===== src/hw/rtl/mbps_pkg.sv =====
// Shared types, constants and helpers for the masked byte pattern search block.
package mbps_pkg;

    localparam int MAX_PATTERN_BYTES = 32;
    localparam int PATTERN_REG_BYTES = 32;
    localparam int LEN_W = $clog2(MAX_PATTERN_BYTES + 1);
    localparam int IDX_W = (MAX_PATTERN_BYTES > 1) ? $clog2(MAX_PATTERN_BYTES) : 1;
    localparam int CFG_INDEX_W = 8;
    localparam int CFG_LEN_W = 6;

    typedef enum logic [CFG_INDEX_W-1:0] {
        REG_PATTERN_0_7   = 8'd0,
        REG_PATTERN_8_15  = 8'd1,
        REG_PATTERN_16_23 = 8'd2,
        REG_PATTERN_24_31 = 8'd3,
        REG_CARE_MASK     = 8'd4,
        REG_PATTERN_LEN   = 8'd5,
        REG_REGION_BASE   = 8'd6
    } cfg_reg_t;

    typedef logic [MAX_PATTERN_BYTES-1:0][7:0] window_t;

    typedef struct packed {
        logic [PATTERN_REG_BYTES-1:0][7:0] pattern;
        logic [31:0]                       care_mask;
        logic [LEN_W-1:0]                  length;
        logic [63:0]                       region_base;
    } cfg_t;

    // Clamp the programmed length to the range 1 .. MAX_PATTERN_BYTES.
    function automatic logic [LEN_W-1:0] effective_length(input logic [CFG_LEN_W-1:0] raw);
        logic [LEN_W-1:0] len;
        if (raw == '0) begin
            len = LEN_W'(1);
        end else if (32'(raw) > 32'(MAX_PATTERN_BYTES)) begin
            len = LEN_W'(MAX_PATTERN_BYTES);
        end else begin
            len = LEN_W'(raw);
        end
        return len;
    endfunction

endpackage


===== src/hw/rtl/mbps_cfg_regs.sv =====
// Configuration register file for the pattern search: pattern, care mask, length, base.
module mbps_cfg_regs (
    input  logic                                aclk,
    input  logic                                aresetn,
    input  logic                                cfg_valid,
    output logic                                cfg_ready,
    input  logic [mbps_pkg::CFG_INDEX_W-1:0]    cfg_index,
    input  logic [63:0]                         cfg_data,
    output mbps_pkg::cfg_t                      cfg
);
    import mbps_pkg::*;

    logic [63:0]          pat0_reg, pat1_reg, pat2_reg, pat3_reg;
    logic [31:0]          care_reg;
    logic [CFG_LEN_W-1:0] len_reg;
    logic [63:0]          base_reg;
    logic                 wr_en;

    assign cfg_ready = 1'b1;
    assign wr_en     = cfg_valid && cfg_ready;

    always_ff @(posedge aclk) begin
        if (!aresetn) begin
            pat0_reg <= '0;
            pat1_reg <= '0;
            pat2_reg <= '0;
            pat3_reg <= '0;
            care_reg <= '0;
            len_reg  <= CFG_LEN_W'(1);
            base_reg <= '0;
        end else if (wr_en) begin
            case (cfg_index)
                REG_PATTERN_0_7:   pat0_reg <= cfg_data;
                REG_PATTERN_8_15:  pat1_reg <= cfg_data;
                REG_PATTERN_16_23: pat2_reg <= cfg_data;
                REG_PATTERN_24_31: pat3_reg <= cfg_data;
                REG_CARE_MASK:     care_reg <= cfg_data[31:0];
                REG_PATTERN_LEN:   len_reg  <= cfg_data[CFG_LEN_W-1:0];
                REG_REGION_BASE:   base_reg <= cfg_data;
                default: ;
            endcase
        end
    end

    always_comb begin
        cfg.pattern     = {pat3_reg, pat2_reg, pat1_reg, pat0_reg};
        cfg.care_mask   = care_reg;
        cfg.length      = effective_length(len_reg);
        cfg.region_base = base_reg;
    end

endmodule


===== src/hw/rtl/mbps_window_cmp.sv =====
// Parallel masked compare of the byte window against the configured pattern.
module mbps_window_cmp (
    input  mbps_pkg::window_t window,
    input  mbps_pkg::cfg_t    cfg,
    output logic              match
);
    import mbps_pkg::*;

    logic [MAX_PATTERN_BYTES-1:0] miss;

    // Pattern byte k lines up with the byte that arrived length-1-k steps ago.
    always_comb begin
        for (int k = 0; k < MAX_PATTERN_BYTES; k++) begin
            logic [LEN_W-1:0] pos;
            pos     = cfg.length - LEN_W'(1) - LEN_W'(k);
            miss[k] = (LEN_W'(k) < cfg.length) && cfg.care_mask[k] &&
                      (window[pos[IDX_W-1:0]] != cfg.pattern[k]);
        end
    end

    assign match = (miss == '0);

endmodule


===== src/hw/rtl/masked_byte_pattern_search.sv =====
// Top level of the masked byte pattern search: input register, scan state, result register.
//
//   channel   ports                                   direction
//   input     s_valid s_ready s_data_byte s_final_byte  in  (region bytes)
//   result    m_valid m_ready m_found m_match_address   out (one per region)
//   config    cfg_valid cfg_ready cfg_index cfg_data    in  (register writes)
//
// One byte is taken every cycle while the result register is empty or m_ready is high; a byte
// is held in the input register and its result is then loaded into the result register, where
// m_valid rises. The pace is set by the combinational window shift and 32-way masked compare.
// Reset clears the window, the byte count and the reported flag; config registers reset too.
// While m_ready is low the result register holds, the input register takes one more byte,
// and then s_ready drops until the result is taken.
module masked_byte_pattern_search (
    input  logic                             aclk,
    input  logic                             aresetn,
    input  logic                             s_valid,
    output logic                             s_ready,
    input  logic [7:0]                       s_data_byte,
    input  logic                             s_final_byte,
    output logic                             m_valid,
    input  logic                             m_ready,
    output logic                             m_found,
    output logic [63:0]                      m_match_address,
    input  logic                             cfg_valid,
    output logic                             cfg_ready,
    input  logic [mbps_pkg::CFG_INDEX_W-1:0] cfg_index,
    input  logic [63:0]                      cfg_data
);
    import mbps_pkg::*;

    cfg_t        cfg;
    logic        in_valid_reg;
    logic [7:0]  in_byte_reg;
    logic        in_last_reg;
    window_t     window_reg;
    window_t     window_shift;
    window_t     window_next;
    logic [63:0] seen_reg;
    logic [63:0] seen_next;
    logic        reported_reg;
    logic        reported_next;
    logic        out_valid_reg;
    logic        out_found_reg;
    logic [63:0] out_addr_reg;
    logic        advance;
    logic        match;
    logic        seen_sat;
    logic        enough;
    logic        hit;
    logic        result_valid;
    logic [63:0] hit_addr;

    mbps_cfg_regs u_cfg (
        .aclk      (aclk),
        .aresetn   (aresetn),
        .cfg_valid (cfg_valid),
        .cfg_ready (cfg_ready),
        .cfg_index (cfg_index),
        .cfg_data  (cfg_data),
        .cfg       (cfg)
    );

    assign advance = in_valid_reg && (!out_valid_reg || m_ready);
    assign s_ready = !in_valid_reg || advance;

    always_ff @(posedge aclk) begin
        if (!aresetn) begin
            in_valid_reg <= 1'b0;
        end else if (s_ready) begin
            in_valid_reg <= s_valid;
        end
    end

    always_ff @(posedge aclk) begin
        if (s_ready && s_valid) begin
            in_byte_reg <= s_data_byte;
            in_last_reg <= s_final_byte;
        end
    end

    always_comb begin
        window_shift = {window_reg[MAX_PATTERN_BYTES-2:0], in_byte_reg};
    end

    mbps_window_cmp u_cmp (
        .window (window_shift),
        .cfg    (cfg),
        .match  (match)
    );

    // The incremented count reaches the length exactly when the old count reaches length-1.
    assign seen_sat     = &seen_reg;
    assign enough       = seen_sat || (seen_reg >= 64'(cfg.length - LEN_W'(1)));
    assign hit          = !reported_reg && enough && (cfg.region_base != '0) && match;
    assign result_valid = hit || (in_last_reg && !reported_reg);
    assign hit_addr     = cfg.region_base + seen_reg + 64'(!seen_sat) - 64'(cfg.length);

    always_comb begin
        if (in_last_reg) begin
            window_next   = '0;
            seen_next     = '0;
            reported_next = 1'b0;
        end else begin
            window_next   = window_shift;
            seen_next     = seen_sat ? seen_reg : seen_reg + 64'd1;
            reported_next = reported_reg || hit;
        end
    end

    always_ff @(posedge aclk) begin
        if (!aresetn) begin
            window_reg   <= '0;
            seen_reg     <= '0;
            reported_reg <= 1'b0;
        end else if (advance) begin
            window_reg   <= window_next;
            seen_reg     <= seen_next;
            reported_reg <= reported_next;
        end
    end

    always_ff @(posedge aclk) begin
        if (!aresetn) begin
            out_valid_reg <= 1'b0;
        end else if (advance && result_valid) begin
            out_valid_reg <= 1'b1;
        end else if (m_ready) begin
            out_valid_reg <= 1'b0;
        end
    end

    always_ff @(posedge aclk) begin
        if (advance && result_valid) begin
            out_found_reg <= hit;
            out_addr_reg  <= hit ? hit_addr : '0;
        end
    end

    assign m_valid         = out_valid_reg;
    assign m_found         = out_found_reg;
    assign m_match_address = out_addr_reg;

    a_not_found_zero: assert property (@(posedge aclk) disable iff (!aresetn)
        m_valid && !m_found |-> m_match_address == '0)
        else $error("not-found result carries a nonzero address");

    a_rearm: assert property (@(posedge aclk) disable iff (!aresetn)
        advance && in_last_reg |=> seen_reg == '0 && !reported_reg && window_reg == '0)
        else $error("scan state not cleared after the last byte of a region");

    a_final_result: assert property (@(posedge aclk) disable iff (!aresetn)
        advance && in_last_reg && !reported_reg |=> m_valid)
        else $error("region ended without a result");

    a_input_hold: assert property (@(posedge aclk) disable iff (!aresetn)
        in_valid_reg && !advance |=> in_valid_reg && $stable(in_byte_reg)
            && $stable(in_last_reg))
        else $error("stalled request lost from the input register");

endmodule


===== config.mk =====
export PLATFORM = sky130hd
export DESIGN_NAME = masked_byte_pattern_search
export DESIGN_NICKNAME = d
export VERILOG_FILES = /design/src/hw/rtl/mbps_pkg.sv /design/src/hw/rtl/mbps_cfg_regs.sv /design/src/hw/rtl/mbps_window_cmp.sv /design/src/hw/rtl/masked_byte_pattern_search.sv
export SDC_FILE = /design/constraint.sdc
export NUM_CORES = 2
export LEC_CHECK = 0
export BUFFER_PORTS_ARGS = -buffer_cell sky130_fd_sc_hd__buf_2
export CORE_MARGIN = 2
export CORE_UTILIZATION = 55
export CTS_BUF_LIST = sky130_fd_sc_hd__clkbuf_2 sky130_fd_sc_hd__clkbuf_4 sky130_fd_sc_hd__clkbuf_8
export DETAILED_ROUTE_END_ITERATION = 12
export HOLD_SLACK_MARGIN = 0.08
export PLACE_DENSITY = 0.72
export SLEW_MARGIN = 20
export SYNTH_ARGS = -nofsm -noshare
export SYNTH_HDL_FRONTEND = slang
export SYNTH_HIERARCHICAL = 1
export SYNTH_SLANG_ARGS = --single-unit

===== constraint.sdc =====
create_clock -name aclk -period 13.16 [get_ports aclk]
set_clock_uncertainty 0.15 [all_clocks]
set_input_delay 1.974 -clock aclk [delete_from_list [all_inputs] [get_ports aclk]]
set_output_delay 1.974 -clock aclk [all_outputs]
set_load 0.01 [all_outputs]

==> results.json <==
{
  "status": "complete, no violations",
  "coreArea_mm2": 0.09971,
  "synth_area_leaders": "dfxtp_1 24%, mux2i_1 14%, nand2_1 7.6%",
  "hold_class": "reg2reg",
  "slowest_delay_ns": 0.87,
  "die_w_um": 320.5,
  "holdCritStartpoint": "u_cfg/care_reg[21]",
  "area_growth_pct": 7.727,
  "avgSynthCellArea_um2": 8.813,
  "utilization_pct": 59.53,
  "rsz0062_at_grt": "no",
  "worstPathArrival_ns": 9.20,
  "worst_pin_slew_ns": 1.219,
  "grt_pass1_vias": 45240,
  "max_freq_ghz": 0.1127,
  "whs_path_depth": 2,
  "wl_per_cell_um": 28.63,
  "path_buf_inv": 4,
  "synth_cell_type_count": 100,
  "start_kind": "flip-flop",
  "setup_viol": 0,
  "vias": 49340,
  "overflow": 0,
  "crit_slowest_cell": "nor2b_1",
  "synthCells": 6252,
  "io_buffer_count": 152,
  "fin_crit_ns": 8.875,
  "clkTransAtPathRegs_ns": 0.07,
  "criticalPathCategory": "reg2reg",
  "grt_pass1_wl_um": 314000,
  "finalHoldViolations": 0,
  "async_flop_share_pct": 0,
  "ys_warn_count": 6,
  "postRouteAntennaNets": 0,
  "io_pins": 154,
  "fin_nets": 6538,
  "r2r_start": "u_cfg/len_reg[1]",
  "crit_top_cell": "buf_4",
  "htreeDepth": 4,
  "die-area_mm2": 0.1027,
  "avgViaCountPerCell": 6.440,
  "finalPower_mw": 5.139,
  "holdPathEnd": "u_cfg/care_reg[21]",
  "cts_sinks": 747,
  "syn-num-nets": 6536,
  "period_share_pct": 67.44,
  "drive_gt1_share_pct": 15.16,
  "rows": 116,
  "crit_family": "simple AND/OR/NAND/NOR gates",
  "reg2regPathDepth": 22,
  "final_common_cell": "nand2_1",
  "reg2reg_to": "m_match_address[30]",
  "power_leakage_nw": 24.69,
  "clk_root_buffer_cell": "clkbuf_8",
  "synthFlopType": "dfxtp_1",
  "post-cts-setup-buffers": 0,
  "start_util_pct": 55.26,
  "most-common-layout-cells": "1111 x nand2_1, 787 x mux2i_1, 673 x dfxtp_1, 385 x a21oi_1, 336 x xnor2_1",
  "synth.cell_area_mm2": 0.05510,
  "die_h_um": 320.5,
  "path_cells": "nor4_1, nor2_1, nor2_4, buf_12, buf_4, nor2b_1, buf_4, a22oi_1, o221ai_1, mux2i_1, xnor2_1, nand3_1, nor4_1, o21ai_0, a2111oi_0, nand4_1, nor4_2, nor3b_1, o21a_1, a31oi_4, a21oi_4, buf_4",
  "cts_inserted_buffers": 137,
  "post-dp-hpwl_um": 167400,
  "cts_tree": "built",
  "cp.required_ns": 13.48,
  "path_max_fanout": 70,
  "wirelength_um": 219400,
  "yosysSeqAreaShare_pct": 28.48,
  "p_per_area_mw_per_mm2": 86.58,
  "max-cap-violations": 0,
  "worst_ir_drop_vdd_v": 0.0001027,
  "yosysTopAreaCell": "dfxtp_1",
  "fin_setup_tns_ns": 0,
  "antenna_found_initial": 9,
  "cts_hold_buf": 0,
  "grt_start_max_net_pins": 189,
  "grt.total_usage_pct": 41.52,
  "drtPass1Iterations": 8,
  "drtIter0Drc": 6259,
  "largest_reg_flops": 248,
  "slew_viol_final": 0,
  "maxSlewHeadroom_pct": 17.89,
  "clock_latency_ns": 0.86,
  "place_congestion": 1.017,
  "critPathCaptureType": "flip-flop",
  "post_cts_resized": 0,
  "synth_seq_cells": 747,
  "ff2ff_setup_slack_ns": 4.29,
  "yosysTopAreaCellShare_pct": 24.45,
  "cts.path.max_buffers": 3,
  "drc": 0,
  "synth_edf_count": 74
}
[synth_stat cells (90+ instances only)]
library cell and count:
mux4_2 120, mux2_2 266, xnor2_1 339, dfxtp_1 673, nand3_1 90, nand2_1 1113
xor2_1 232, nor2_1 279, inv_1 297, ha_1 191, a21oi_1 386, clkbuf_1 185
mux2i_1 787
[layer usage]
metal / wire length, um / part of all wire (%) / vias up / GRT usage, %
li1: - / - / 22180 / -
met1: 90260 / 41 / 24070 / 55.24
met2: 92170 / 42 / 2567 / 60.89
met3: 21270 / 9.7 / 505 / 9.370
met4: 15610 / 7.1 / 8 / 25.92
met5: 57 / 0.026 / - / 0
[per-stage QoR]
step	worst slack (ns)	cell area, um2	cells	hold WS [ns]
after floorplan	3.720	55100	6252	0.2837
after global placement	3.884	56290	7410	0.2915
after detailed placement	4.421	56310	7411	0.3026
after CTS	4.396	59280	7653	0.3131
after global routing	3.857	59350	7658	0.3329
final	4.285	59360	7661	0.3124
[kinds of logic (layout without fill, tap and decap cells)]
kind of cell    Yosys count  after routing  share of synthesized area [%]
fa+ha+maj               198            198                          4.591
compound gates          973            973                          11.49
mux                    1175           1175                          24.68
xor+xnor                586            586                          9.662
buf+inv                 685            790                          5.997
flops                   747            747                          28.48
simple gates           1887           1887                          15.09
other cells               1              7                       0.006806
[final cells by class]
type	count	area, um2
Antenna cell	6	15.01
Clock buffer	193	2469
Clock inverter	49	500.5
Fill cell	8961	40350
Inverter	300	1129
Multi-Input combinational cell	4820	36310
Sequential cell	747	15700
Tap cell	1298	1624
Timing Repair Buffer	248	1619
[how the worst max path moves through the flow]
stage                     cells past startpoint             endpoint             start
after floorplan                              27              m_found  u_cfg/len_reg[1]
after global placement                       20   m_match_address[5]  u_cfg/len_reg[2]
after detailed placement                     21   m_match_address[6]  u_cfg/len_reg[5]
after CTS                                    21  m_match_address[30]  u_cfg/len_reg[5]
after global routing                         22  m_match_address[16]  u_cfg/len_reg[1]
final                                        22  m_match_address[30]  u_cfg/len_reg[1]
[power by group]
part           leakage (nW)  total (mW)  internal (mW)  switching, mW
registers              6.12        2.32           2.31        0.00957
logic                  17.0       0.347         0.0990          0.248
clock network          1.55        2.47           1.39           1.08
[worst reg2reg max path, cell delays in order (launching register included)]
cell	delay, ns
dfxtp_1	0.33
nor4_1	0.31
nor2_1	0.12
nor2_4	0.16
buf_12	0.42
buf_4	0.75
nor2b_1	0.91
buf_4	0.39
a22oi_1	0.14
o221ai_1	0.36
mux2i_1	0.29
xnor2_1	0.31
nand3_1	0.12
nor4_1	0.29
o21ai_0	0.36
a2111oi_0	0.47
nand4_1	0.25
nor4_2	0.35
nor3b_1	0.42
o21a_1	0.23
a31oi_4	0.05
a21oi_4	0.69
buf_4	0.63
Power figures use the tool's default switching activity.
